===== config.mk =====
export PLATFORM = sky130hd
export DESIGN_NAME = nmea_gga_position_parser
export DESIGN_NICKNAME = d
export VERILOG_FILES = /design/src/rtl/ngp_pkg.sv /design/src/rtl/nmea_gga_position_parser.sv
export VERILOG_INCLUDE_DIRS = /design/src /design/src/rtl
export SDC_FILE = /design/constraint.sdc
export NUM_CORES = 2
export LEC_CHECK = 0
export BUFFER_PORTS_ARGS = -buffer_cell sky130_fd_sc_hd__clkbuf_2
export CORE_MARGIN = 2
export CORE_UTILIZATION = 40
export CTS_CLUSTER_SIZE = 24
export DETAILED_ROUTE_END_ITERATION = 12
export PLACE_DENSITY = 0.55
export REMOVE_ABC_BUFFERS = 1
export SETUP_SLACK_MARGIN = 0.3
export SYNTH_ARGS = -nofsm -noshare
export SYNTH_HDL_FRONTEND = slang
export SYNTH_SLANG_ARGS = --single-unit

===== constraint.sdc =====
create_clock -name clk -period 22.4 [get_ports clk]
set_input_delay 1.12 -clock clk [delete_from_list [all_inputs] [get_ports clk]]
set_output_delay 1.12 -clock clk [all_outputs]
set_load 0.02 [all_outputs]

===== src/rtl/nmea_gga_position_parser_defines.svh =====
// Assertion macros shared by the NMEA GGA position parser RTL.
`ifndef NMEA_GGA_POSITION_PARSER_DEFINES_SVH
`define NMEA_GGA_POSITION_PARSER_DEFINES_SVH

// Check that a condition implies an expression in the same cycle.
`define NGP_ASSERT_NOW(label, trig, expr, msg) \
    label: assert property (@(posedge clk) disable iff (!rst_n) (trig) |-> (expr)) \
        else $error(msg);

// Check that a condition implies an expression in the next cycle.
`define NGP_ASSERT_NEXT(label, trig, expr, msg) \
    label: assert property (@(posedge clk) disable iff (!rst_n) (trig) |=> (expr)) \
        else $error(msg);

`endif


===== src/rtl/ngp_pkg.sv =====
// Types, constants and helper functions of the NMEA GGA position parser.
`timescale 1ns / 1ps

package ngp_pkg;

    localparam int LINE_CAPACITY_DEFAULT   = 128;
    localparam int FRACTION_DIGITS_DEFAULT = 5;

    // Six pipeline slots from the field snapshot to the output register.
    localparam int PIPE_DEPTH = 6;

    localparam logic [7:0] CHAR_CR    = 8'h0D;
    localparam logic [7:0] CHAR_LF    = 8'h0A;
    localparam logic [7:0] CHAR_NUL   = 8'h00;
    localparam logic [7:0] CHAR_COMMA = 8'h2C;
    localparam logic [7:0] CHAR_DOT   = 8'h2E;
    localparam logic [7:0] CHAR_PLUS  = 8'h2B;
    localparam logic [7:0] CHAR_MINUS = 8'h2D;
    localparam logic [7:0] CHAR_SPACE = 8'h20;
    localparam logic [7:0] CHAR_TAB   = 8'h09;
    localparam logic [7:0] CHAR_VT    = 8'h0B;
    localparam logic [7:0] CHAR_FF    = 8'h0C;
    localparam logic [7:0] CHAR_ZERO  = 8'h30;
    localparam logic [7:0] CHAR_NINE  = 8'h39;
    localparam logic [7:0] CHAR_S     = 8'h53;
    localparam logic [7:0] CHAR_W     = 8'h57;

    // Counted-comma field codes.
    localparam logic [2:0] FIELD_TIME = 3'd0;
    localparam logic [2:0] FIELD_LAT  = 3'd1;
    localparam logic [2:0] FIELD_NS   = 3'd2;
    localparam logic [2:0] FIELD_LON  = 3'd3;
    localparam logic [2:0] FIELD_EW   = 3'd4;
    localparam logic [2:0] FIELD_LAST = 3'd5;

    // Number parse phases.
    localparam logic [1:0] PH_START = 2'd0;
    localparam logic [1:0] PH_INT   = 2'd1;
    localparam logic [1:0] PH_FRAC  = 2'd2;
    localparam logic [1:0] PH_DONE  = 2'd3;

    // Finish targets of a pipeline transaction.
    localparam logic [1:0] FIN_NONE = 2'd0;
    localparam logic [1:0] FIN_LAT  = 2'd1;
    localparam logic [1:0] FIN_LON  = 2'd2;

    localparam logic [2:0]  PREFIX_LEN   = 3'd6;
    localparam logic [2:0]  FIRST_COUNTED_POS = 3'd7;
    localparam logic [2:0]  UNIT_DIGITS  = 3'd7;
    localparam logic [16:0] WHOLE_MAX    = 17'd99999;
    localparam logic [30:0] MAG_MAX      = 31'd1800000000;
    localparam logic [23:0] UNIT_PER_DEG = 24'd10000000;
    localparam logic [6:0]  MINUTES_PER_DEG_X100 = 7'd100;

    // Reciprocals: whole / 100 as (whole * RECIP_100) >> 24, valid for 17-bit whole;
    // y / 15 as (y * RECIP_15) >> 32, valid for 28-bit y.
    localparam logic [17:0] RECIP_100 = 18'd167773;
    localparam logic [31:0] RECIP_15  = 32'h11111112;

    typedef struct packed {
        logic [1:0] fin;
        logic       line_end;
        logic       emit;
        logic       num_neg;
        logic [7:0] lat_first;
        logic [7:0] lon_first;
        logic       lat_south;
        logic       lon_west;
    } ev_t;

    function automatic logic [23:0] pow10(input logic [3:0] n);
        logic [23:0] r;
        begin
            case (n)
                4'd0:    r = 24'd1;
                4'd1:    r = 24'd10;
                4'd2:    r = 24'd100;
                4'd3:    r = 24'd1000;
                4'd4:    r = 24'd10000;
                4'd5:    r = 24'd100000;
                4'd6:    r = 24'd1000000;
                default: r = 24'd10000000;
            endcase
            return r;
        end
    endfunction

    // Expected character of talker t at prefix position p.
    function automatic logic [7:0] talker_char(input logic [1:0] t, input logic [2:0] p);
        logic [7:0] r;
        begin
            case (p)
                3'd0:    r = 8'h24;
                3'd1:    r = (t == 2'd1) ? 8'h42 : 8'h47;
                3'd2:    r = (t == 2'd0) ? 8'h50 : ((t == 2'd1) ? 8'h44 : 8'h4E);
                3'd3:    r = 8'h47;
                3'd4:    r = 8'h47;
                default: r = 8'h41;
            endcase
            return r;
        end
    endfunction

endpackage


===== src/rtl/nmea_gga_position_parser.sv =====
// Top level of the NMEA GGA position parser: line scanner and coordinate pipeline.
`timescale 1ns / 1ps
`include "nmea_gga_position_parser_defines.svh"

// Channel   Direction  Handshake            Payload
// input     in         in_valid / in_stall  rx_byte
// output    out        out_valid / out_stall latitude, longitude, lat_hemisphere,
//                                            lon_hemisphere, position_fixed
//
// One byte per cycle is taken while in_stall is low; the scanner registers fold
// each byte into the line state.
// A GGA line end gives its result through six conversion stages (divide by 100,
// scale, divide by 60, saturate) and then the output register.
// Reset clears the line state and the pipeline at once; there is no clearing pass.
// A stalled result holds the whole pipeline and raises in_stall in that cycle.
module nmea_gga_position_parser #(
    parameter int LINE_CAPACITY   = ngp_pkg::LINE_CAPACITY_DEFAULT,
    parameter int FRACTION_DIGITS = ngp_pkg::FRACTION_DIGITS_DEFAULT
) (
    input  logic               clk,
    input  logic               rst_n,
    input  logic               in_valid,
    output logic               in_stall,
    input  logic [7:0]         rx_byte,
    output logic               out_valid,
    input  logic               out_stall,
    output logic signed [31:0] latitude,
    output logic signed [31:0] longitude,
    output logic [7:0]         lat_hemisphere,
    output logic [7:0]         lon_hemisphere,
    output logic               position_fixed
);
    import ngp_pkg::*;

    localparam int POS_W  = $clog2(LINE_CAPACITY);
    localparam int FRAC_W = $clog2(int'(pow10(4'(FRACTION_DIGITS))));
    localparam logic [POS_W-1:0] LAST_POS = POS_W'(LINE_CAPACITY - 1);
    localparam logic [2:0]       FRAC_MAX = 3'(FRACTION_DIGITS);

    // ------------------------------------------------------------------
    // Handshake: the pipeline moves whenever the output slot is free or
    // is being emptied in this cycle.
    // ------------------------------------------------------------------
    logic adv;
    logic accept;

    assign adv      = !out_valid || !out_stall;
    assign in_stall = !adv;
    assign accept   = in_valid && adv;

    // ------------------------------------------------------------------
    // Line scanner state
    // ------------------------------------------------------------------
    logic [POS_W-1:0]  pos_reg, pos_next;
    logic [2:0]        alive_reg, alive_next;
    logic              nul_reg, nul_next;
    logic [2:0]        comma_reg, comma_next;
    logic [16:0]       whole_reg, whole_next;
    logic [FRAC_W-1:0] frac_reg, frac_next;
    logic [2:0]        fc_reg, fc_next;
    logic [1:0]        phase_reg, phase_next;
    logic              neg_reg, neg_next;
    logic [7:0]        latd_first_reg, latd_first_next;
    logic [1:0]        latd_len_reg, latd_len_next;
    logic [7:0]        lond_first_reg, lond_first_next;
    logic [1:0]        lond_len_reg, lond_len_next;

    logic        push;
    ev_t         ev_new;
    logic        is_eol;
    logic        is_digit;
    logic        is_space;
    logic        take_int;
    logic [3:0]  digit;
    logic [19:0] whole_grow;
    logic [FRAC_W+3:0] frac_grow;
    logic [1:0]  field_fin;

    assign is_eol   = (rx_byte == CHAR_CR) || (rx_byte == CHAR_LF);
    assign is_digit = (rx_byte >= CHAR_ZERO) && (rx_byte <= CHAR_NINE);
    assign is_space = (rx_byte == CHAR_SPACE) || (rx_byte == CHAR_TAB) ||
                      (rx_byte == CHAR_VT) || (rx_byte == CHAR_FF);
    assign digit    = rx_byte[3:0];
    assign whole_grow = {3'b000, whole_reg} * 20'd10 + {16'd0, digit};
    assign frac_grow  = {4'b0000, frac_reg} * (FRAC_W+4)'(10) + (FRAC_W+4)'(digit);
    assign field_fin  = (comma_reg == FIELD_LAT) ? FIN_LAT :
                        ((comma_reg == FIELD_LON) ? FIN_LON : FIN_NONE);

    always_comb
    begin
        pos_next        = pos_reg;
        alive_next      = alive_reg;
        nul_next        = nul_reg;
        comma_next      = comma_reg;
        whole_next      = whole_reg;
        frac_next       = frac_reg;
        fc_next         = fc_reg;
        phase_next      = phase_reg;
        neg_next        = neg_reg;
        latd_first_next = latd_first_reg;
        latd_len_next   = latd_len_reg;
        lond_first_next = lond_first_reg;
        lond_len_next   = lond_len_reg;
        take_int        = 1'b0;

        push             = 1'b0;
        ev_new.fin       = FIN_NONE;
        ev_new.line_end  = 1'b0;
        ev_new.emit      = 1'b0;
        ev_new.num_neg   = neg_reg;
        ev_new.lat_first = latd_first_reg;
        ev_new.lon_first = lond_first_reg;
        ev_new.lat_south = (latd_len_reg == 2'd1) && (latd_first_reg == CHAR_S);
        ev_new.lon_west  = (lond_len_reg == 2'd1) && (lond_first_reg == CHAR_W);

        if (accept)
        begin
            if (is_eol)
            begin
                if (pos_reg != '0)
                begin
                    // Close the line: a talker match emits, any line end clears.
                    push            = 1'b1;
                    ev_new.line_end = 1'b1;
                    ev_new.emit     = (pos_reg >= POS_W'(PREFIX_LEN)) && (alive_reg != 3'b000);
                    ev_new.fin      = ev_new.emit ? field_fin : FIN_NONE;

                    pos_next        = '0;
                    alive_next      = 3'b111;
                    nul_next        = 1'b0;
                    comma_next      = FIELD_TIME;
                    whole_next      = '0;
                    frac_next       = '0;
                    fc_next         = '0;
                    phase_next      = PH_START;
                    neg_next        = 1'b0;
                    latd_first_next = '0;
                    latd_len_next   = '0;
                    lond_first_next = '0;
                    lond_len_next   = '0;
                end
            end
            else if (pos_reg < LAST_POS)
            begin
                pos_next = pos_reg + POS_W'(1);
                if (!nul_reg)
                begin
                    if (pos_reg < POS_W'(PREFIX_LEN))
                    begin
                        for (int t = 0; t < 3; t++)
                        begin
                            if (rx_byte != talker_char(2'(t), pos_reg[2:0]))
                                alive_next[t] = 1'b0;
                        end
                    end

                    if (rx_byte == CHAR_NUL)
                    begin
                        nul_next = 1'b1;
                    end
                    else if ((rx_byte == CHAR_COMMA) &&
                             (pos_reg >= POS_W'(FIRST_COUNTED_POS)))
                    begin
                        // Hand the finished coordinate to the pipeline.
                        push       = (field_fin != FIN_NONE);
                        ev_new.fin = field_fin;
                        if (comma_reg < FIELD_LAST)
                            comma_next = comma_reg + 3'd1;
                        whole_next = '0;
                        frac_next  = '0;
                        fc_next    = '0;
                        phase_next = PH_START;
                        neg_next   = 1'b0;
                    end
                    else
                    begin
                        case (comma_reg) inside
                            FIELD_LAT, FIELD_LON:
                            begin
                                unique case (phase_reg)
                                    PH_START:
                                    begin
                                        if ((rx_byte == CHAR_PLUS) || (rx_byte == CHAR_MINUS))
                                        begin
                                            neg_next   = (rx_byte == CHAR_MINUS);
                                            phase_next = PH_INT;
                                        end
                                        else if (!is_space)
                                        begin
                                            take_int = 1'b1;
                                        end
                                    end
                                    PH_INT:
                                    begin
                                        take_int = 1'b1;
                                    end
                                    PH_FRAC:
                                    begin
                                        if (is_digit)
                                        begin
                                            if (fc_reg < FRAC_MAX)
                                            begin
                                                frac_next = frac_grow[FRAC_W-1:0];
                                                fc_next   = fc_reg + 3'd1;
                                            end
                                        end
                                        else
                                        begin
                                            phase_next = PH_DONE;
                                        end
                                    end
                                    PH_DONE:
                                    begin
                                        phase_next = PH_DONE;
                                    end
                                    default:
                                    begin
                                        phase_next = PH_DONE;
                                    end
                                endcase

                                if (take_int)
                                begin
                                    if (is_digit)
                                    begin
                                        whole_next = (whole_grow > {3'b000, WHOLE_MAX}) ?
                                                     WHOLE_MAX : whole_grow[16:0];
                                        phase_next = PH_INT;
                                    end
                                    else if (rx_byte == CHAR_DOT)
                                    begin
                                        phase_next = PH_FRAC;
                                    end
                                    else
                                    begin
                                        phase_next = PH_DONE;
                                    end
                                end
                            end
                            FIELD_NS:
                            begin
                                if (latd_len_reg == 2'd0)
                                    latd_first_next = rx_byte;
                                if (latd_len_reg < 2'd2)
                                    latd_len_next = latd_len_reg + 2'd1;
                            end
                            FIELD_EW:
                            begin
                                if (lond_len_reg == 2'd0)
                                    lond_first_next = rx_byte;
                                if (lond_len_reg < 2'd2)
                                    lond_len_next = lond_len_reg + 2'd1;
                            end
                            default:
                            begin
                                comma_next = comma_reg;
                            end
                        endcase
                    end
                end
            end
        end
    end

    always_ff @(posedge clk or negedge rst_n)
    begin
        if (!rst_n)
        begin
            pos_reg        <= '0;
            alive_reg      <= 3'b111;
            nul_reg        <= 1'b0;
            comma_reg      <= FIELD_TIME;
            whole_reg      <= '0;
            frac_reg       <= '0;
            fc_reg         <= '0;
            phase_reg      <= PH_START;
            neg_reg        <= 1'b0;
            latd_first_reg <= '0;
            latd_len_reg   <= '0;
            lond_first_reg <= '0;
            lond_len_reg   <= '0;
        end
        else
        begin
            pos_reg        <= pos_next;
            alive_reg      <= alive_next;
            nul_reg        <= nul_next;
            comma_reg      <= comma_next;
            whole_reg      <= whole_next;
            frac_reg       <= frac_next;
            fc_reg         <= fc_next;
            phase_reg      <= phase_next;
            neg_reg        <= neg_next;
            latd_first_reg <= latd_first_next;
            latd_len_reg   <= latd_len_next;
            lond_first_reg <= lond_first_next;
            lond_len_reg   <= lond_len_next;
        end
    end

    // ------------------------------------------------------------------
    // Transaction tags travel alongside the conversion data, one slot per
    // stage. Valid bits reset; the tag payload does not.
    // ------------------------------------------------------------------
    logic [PIPE_DEPTH-1:0] ev_vld_reg;
    ev_t                   ev_reg [PIPE_DEPTH];

    always_ff @(posedge clk or negedge rst_n)
    begin
        if (!rst_n)
            ev_vld_reg <= '0;
        else if (adv)
            ev_vld_reg <= {ev_vld_reg[PIPE_DEPTH-2:0], push};
    end

    always_ff @(posedge clk)
    begin
        if (adv)
        begin
            ev_reg[0] <= ev_new;
            for (int i = 1; i < PIPE_DEPTH; i++)
                ev_reg[i] <= ev_reg[i-1];
        end
    end

    // ------------------------------------------------------------------
    // Coordinate conversion: D = whole / 100, M = whole % 100 + fraction,
    // magnitude = D * 1e7 + floor(M * 1e7 / 60), saturated.
    // ------------------------------------------------------------------
    logic [16:0]       s1_whole_reg;
    logic [FRAC_W-1:0] s1_frac_reg;
    logic [2:0]        s1_fc_reg;

    logic [34:0]       quot_prod;
    logic [9:0]        s2_quot_next, s2_quot_reg;
    logic [16:0]       s2_whole_reg;
    logic [FRAC_W-1:0] s2_frac_reg;
    logic [2:0]        s2_fc_reg;

    logic [16:0]       quot_x100;
    logic [16:0]       rem_full;
    logic [23:0]       frac_scale;
    logic [FRAC_W+23:0] fracx_full;
    logic [6:0]        s3_rem_next, s3_rem_reg;
    logic [33:0]       s3_deg_next, s3_deg_reg;
    logic [23:0]       s3_fracx_next, s3_fracx_reg;

    logic [29:0]       s4_x_next, s4_x_reg;
    logic [33:0]       s4_deg_reg;

    logic [59:0]       div15_prod;
    logic [23:0]       s5_t_next, s5_t_reg;
    logic [33:0]       s5_deg_reg;

    logic [34:0]       mag_sum;
    logic [30:0]       mag_sat;
    logic signed [31:0] s6_value_next, s6_value_reg;

    // Stage 1: whole / 100 by reciprocal.
    assign quot_prod    = {18'd0, s1_whole_reg} * {17'd0, RECIP_100};
    assign s2_quot_next = quot_prod[33:24];

    // Stage 2: remainder, degrees scaled to 1e-7, fraction scaled to 1e-7 minute.
    assign quot_x100     = {7'd0, s2_quot_reg} * {10'd0, MINUTES_PER_DEG_X100};
    assign rem_full      = s2_whole_reg - quot_x100;
    assign s3_rem_next   = rem_full[6:0];
    assign s3_deg_next   = {24'd0, s2_quot_reg} * {10'd0, UNIT_PER_DEG};
    assign frac_scale    = pow10({1'b0, UNIT_DIGITS - s2_fc_reg});
    assign fracx_full    = {24'd0, s2_frac_reg} * {{FRAC_W{1'b0}}, frac_scale};
    assign s3_fracx_next = fracx_full[23:0];

    // Stage 3: minutes in units of 1e-7 minute.
    assign s4_x_next = {23'd0, s3_rem_reg} * {6'd0, UNIT_PER_DEG} + {6'd0, s3_fracx_reg};

    // Stage 4: divide by 60 as a shift by 2 and a reciprocal of 15.
    assign div15_prod = {32'd0, s4_x_reg[29:2]} * {28'd0, RECIP_15};
    assign s5_t_next  = div15_prod[55:32];

    // Stage 5: add, saturate, apply the number sign.
    assign mag_sum       = {1'b0, s5_deg_reg} + {11'd0, s5_t_reg};
    assign mag_sat       = (mag_sum > {4'd0, MAG_MAX}) ? MAG_MAX : mag_sum[30:0];
    assign s6_value_next = ev_reg[4].num_neg ? -$signed({1'b0, mag_sat}) :
                                               $signed({1'b0, mag_sat});

    always_ff @(posedge clk)
    begin
        if (adv)
        begin
            s1_whole_reg <= whole_reg;
            s1_frac_reg  <= frac_reg;
            s1_fc_reg    <= fc_reg;

            s2_quot_reg  <= s2_quot_next;
            s2_whole_reg <= s1_whole_reg;
            s2_frac_reg  <= s1_frac_reg;
            s2_fc_reg    <= s1_fc_reg;

            s3_rem_reg   <= s3_rem_next;
            s3_deg_reg   <= s3_deg_next;
            s3_fracx_reg <= s3_fracx_next;

            s4_x_reg     <= s4_x_next;
            s4_deg_reg   <= s3_deg_reg;

            s5_t_reg     <= s5_t_next;
            s5_deg_reg   <= s4_deg_reg;

            s6_value_reg <= s6_value_next;
        end
    end

    // ------------------------------------------------------------------
    // Last stage: keep the field values of the line and form the result.
    // ------------------------------------------------------------------
    logic signed [31:0] lat_value_reg, lat_value_next;
    logic signed [31:0] lon_value_reg, lon_value_next;
    logic signed [31:0] lat_cur, lon_cur;
    logic signed [31:0] lat_out, lon_out;
    logic               emit_now;
    ev_t                ev_last;

    logic               out_valid_reg, out_valid_next;
    logic signed [31:0] latitude_reg, longitude_reg;
    logic [7:0]         lat_hemi_reg, lon_hemi_reg;
    logic               fixed_reg;

    assign ev_last  = ev_reg[PIPE_DEPTH-1];
    assign lat_cur  = (ev_last.fin == FIN_LAT) ? s6_value_reg : lat_value_reg;
    assign lon_cur  = (ev_last.fin == FIN_LON) ? s6_value_reg : lon_value_reg;
    assign lat_out  = ev_last.lat_south ? -lat_cur : lat_cur;
    assign lon_out  = ev_last.lon_west ? -lon_cur : lon_cur;
    assign emit_now = ev_vld_reg[PIPE_DEPTH-1] && ev_last.line_end && ev_last.emit;

    always_comb
    begin
        lat_value_next = lat_value_reg;
        lon_value_next = lon_value_reg;
        out_valid_next = out_valid_reg;
        if (adv)
        begin
            out_valid_next = emit_now;
            if (ev_vld_reg[PIPE_DEPTH-1])
            begin
                if (ev_last.line_end)
                begin
                    // Drop the values of the finished line.
                    lat_value_next = '0;
                    lon_value_next = '0;
                end
                else
                begin
                    lat_value_next = lat_cur;
                    lon_value_next = lon_cur;
                end
            end
        end
    end

    always_ff @(posedge clk or negedge rst_n)
    begin
        if (!rst_n)
        begin
            lat_value_reg <= '0;
            lon_value_reg <= '0;
            out_valid_reg <= 1'b0;
        end
        else
        begin
            lat_value_reg <= lat_value_next;
            lon_value_reg <= lon_value_next;
            out_valid_reg <= out_valid_next;
        end
    end

    always_ff @(posedge clk)
    begin
        if (adv && emit_now)
        begin
            latitude_reg  <= lat_out;
            longitude_reg <= lon_out;
            lat_hemi_reg  <= ev_last.lat_first;
            lon_hemi_reg  <= ev_last.lon_first;
            fixed_reg     <= (lat_out != 32'sd0) && (lon_out != 32'sd0);
        end
    end

    assign out_valid      = out_valid_reg;
    assign latitude       = latitude_reg;
    assign longitude      = longitude_reg;
    assign lat_hemisphere = lat_hemi_reg;
    assign lon_hemisphere = lon_hemi_reg;
    assign position_fixed = fixed_reg;

    // ------------------------------------------------------------------
    // Assertions
    // ------------------------------------------------------------------
    `NGP_ASSERT_NOW(a_stall_only_when_blocked, in_stall, out_valid && out_stall,
        "input stalled while the output slot is free")
    `NGP_ASSERT_NEXT(a_result_follows_line_end, adv && emit_now, out_valid,
        "GGA line end left the pipeline without a result")
    `NGP_ASSERT_NEXT(a_line_end_clears_scanner, accept && is_eol && (pos_reg != '0),
        (pos_reg == '0) && (comma_reg == FIELD_TIME) && (alive_reg == 3'b111),
        "scanner state not cleared after a line end")

endmodule


==> flow_summary_export.csv <==
group,metric,value,unit
synth,synth_top_cell_by_area,"edfxtp_1",
global_route,antenna_found_initial,2,
floorplan,die_w,370,um
final_layout,antenna_cells,0,
cts,cts_max_path_buffers,3,
worst_setup_path,r2r_cells,22,
drt,route.vias.total,34800,
cts,clock_latency,0.66,ns
final_layout,fin_area,58300,sq um
timing,setup-violations-final,0,
worst_setup_path,crit_start,"s2_fc_reg[0]",
cts,clock-root-buffer,"clkbuf_16",
worst_setup_path,cp.arrival,7.96,ns
worst_setup_path,regToRegStartpoint,"s2_fc_reg[0]",
worst_setup_path,end_kind,"register",
pwr,vdd_ir_drop_max,0.000302,V
global_route,grt_max_degree,161,
pwr,leakagePower,0.0284,uW
timing,period_needed,7.57,ns
timing,setup-tns-final,0,ns
floorplan,die_h,370,um
worst_setup_path,slowest_delay,0.77,ns
timing,rsz0062_at_grt,"no",
drt,remaining_drc_errors,0,
floorplan,core,133000,sq um
drt,dr.pass1.iters,5,
worst_setup_path,crit_fanout,23,
final_layout,areaGrowthSynthToFinish,8.92,%
timing,clock_skew,0.0368,ns
worst_setup_path,start_kind,"register",
worst_setup_path,rr_endpoint,"s3_fracx_reg[23]",
floorplan,start_util,0.402,
synth,synth_edf_count,486,
outcome,status,"completed",
place,io_buffers,94,
worst_setup_path,crit_type,"reg -> reg",
drt,wl_per_cell,16.5,um
floorplan,die_area,137000,sq um
worst_setup_path,worstPathCellList,"nor2_1 -> a21o_1 -> nand2_1 -> fa_1 -> fa_1 -> inv_1 -> ha_1 -> fa_1 -> fa_1 -> inv_1 -> fa_1 -> inv_1 -> ha_1 -> a21oi_1 -> o21ai_0 -> a211oi_1 -> o21ai_0 -> nand2_1 -> o2111ai_1 -> a31o_2 -> a21oi_1 -> xnor2_1",
cts,cts.clk_slew.worst_paths,0.06,ns
synth,syn_area,53600,sq um
final_layout,instances_no_fill,6933,
timing,maxSlewHeadroom,0.141,
synth,synth.top_cell.area_share,0.272,
synth,syn-instance-count,5034,
cts,ctsResizeCount,0,
cts,postCtsSetupBuffers,0,
final_layout,final_common_cell,"inv_1",
worst_setup_path,cp_data_required_time,22.78,ns
synth,synth_cell_types,92,
final_layout,final_util,0.438,
worst_setup_path,rrSetupSlack,14.83,ns
place,placed_cell_area,56000,sq um
cts,cts_sinks,631,
synth,ys_ff_latch,631,
worst_setup_path,crit_end,"s3_fracx_reg[23]",
synth,async_flop_share,0.230,
cts,ctsHoldBuffers,0,
global_route,grt_pass1_vias,35201,
timing,max_freq,0.132,GHz
place,gp_congestion,0.867,
synth,synth_ff_type,"edfxtp_1",
floorplan,pin_count,95,
drt,antenna_left,0,
final_layout,final_nets,6272,
global_route,grt_overflow,0,
worst_setup_path,crit_slowest_cell,"nor2_1",
pwr,total_power,9380,uW
flow_run,drv_cap,0,
drt,wirelength,115000,um
global_route,grt.total_usage,0.172,
cts,cts_tree,"built",
final_layout,largest_reg_flops,137,
global_route,grt_pass1_wl,190000,um
min_path,hold_class,"in -> async",
final_layout,drive_gt1_frac,0.0575,
synth,syn_area_per_cell,10.6,sq um
final_layout,most-common-layout-cells,"inv_1 (892), ha_1 (691), edfxtp_1 (486), fa_1 (461), nand2_1 (391)",
synth,netlist_top_cells_area,"edfxtp_1 (27%), fa_1 (17%), ha_1 (16%)",
drt,via_per_inst,5.02,
floorplan,rows,134,
cts,cts_buffers,71,
place,dp_cells,6803,
worst_setup_path,crit_top_cell,"fa_1",
drt,dr.first_iter.drc_count,2020,
synth,synth.yosys.warnings,0,
timing,hold_viol_final,0,
pwr,powerDensity,161,nW/um^2
place,dpl.hpwl,90100,um
timing,finalMaxSlewViolations,0,
synth,synth_seq_area_share,0.340,
timing,min_period_over_period,0.338,
timing,tightestPinTransition,1.28,ns
cts,htreeDepth,3,
[metrics by stage]
stage	hold WS, ns	setup WS, ns
final	0.364	14.83
after global routing	0.354	14.37
after CTS	0.332	14.88
after detailed placement	0.405	14.93
after global placement	0.400	15.09
after floorplan	0.400	3.32
[layout make-up]
type	instances	area [sq um]
clock buffers	96	1920
clock inverters	34	368
multi-input cells	3385	31500
fillers	12636	74800
well taps	1768	2210
flip-flops and latches	631	18200
repair buffers	126	729
inverters	893	3350
[cell usage after synthesis, types with 18 or more instances]
| cell | instances |
|---|---|
| o31ai_1 | 21 |
| edfxtp_1 | 486 |
| a21oi_1 | 182 |
| or3_1 | 23 |
| nand2b_1 | 31 |
| nand2_1 | 393 |
| nand3_1 | 75 |
| ha_1 | 691 |
| a22oi_1 | 50 |
| nor2b_1 | 41 |
| xor2_1 | 100 |
| nor4_1 | 18 |
| a31oi_1 | 20 |
| fa_1 | 461 |
| xnor2_1 | 177 |
| mux2i_1 | 79 |
| and2_1 | 98 |
| a21o_1 | 56 |
| or2_2 | 18 |
| clkbuf_1 | 106 |
| dfrtp_1 | 142 |
| inv_1 | 892 |
| nand4_1 | 29 |
| nor2_1 | 192 |
| nor3_1 | 76 |
| o21a_1 | 29 |
| and3_1 | 46 |
| o21ai_0 | 226 |
| a211oi_1 | 25 |
[cells by family (layout without fill, tap and decap cells)]
family / count (synthesis) / in the layout / share of synthesized area
AO/OA/AOI/OAI: 754 / 754 / 0.0896
XOR/XNOR: 277 / 277 / 0.0453
adder cells (fa/ha/maj): 1152 / 1152 / 0.334
buffers and inverters: 1018 / 1149 / 0.0718
flip-flops: 631 / 631 / 0.340
multiplexers: 96 / 96 / 0.0184
other: 1 / 1 / 0.0000700
AND/OR/NAND/NOR: 1105 / 1105 / 0.101
[worst min-delay path by stage]
stage                     slack (ns)  cells after the start       endpoint
final                           0.36                      1        neg_reg
after global routing            0.35                      1        neg_reg
after CTS                       0.33                      1        neg_reg
after detailed placement        0.40                      0  ev_reg[1][11]
after global placement          0.40                      0   ev_reg[5][7]
after floorplan                 0.40                      0   ev_reg[1][0]
[critical path, delay by kind of cell (launching register included)]
kind / cells / cell delay, ns
XOR/XNOR: 1 / 0.09
AO/OA/AOI/OAI: 8 / 2.22
buffers and inverters: 3 / 0.13
flip-flops: 1 / 0.68
adder cells (fa/ha/maj): 7 / 3.09
AND/OR/NAND/NOR: 3 / 1.06
[power breakdown]
group          internal (uW)  total (uW)  switching [uW]
sequential              1760        1980             225
combinational           2740        6250            3510
clock                    649        1140             494
[routing by layer]
layer | up-vias | track usage | share of wire
li1 | 17154 | - | -
met1 | 16967 | 0.246 | 0.48
met2 | 565 | 0.278 | 0.46
met3 | 112 | 0.0203 | 0.039
met4 | 2 | 0.0380 | 0.016
met5 | - | 0 | 0.000078
No activity file was read; power rests on OpenSTA's default activity.
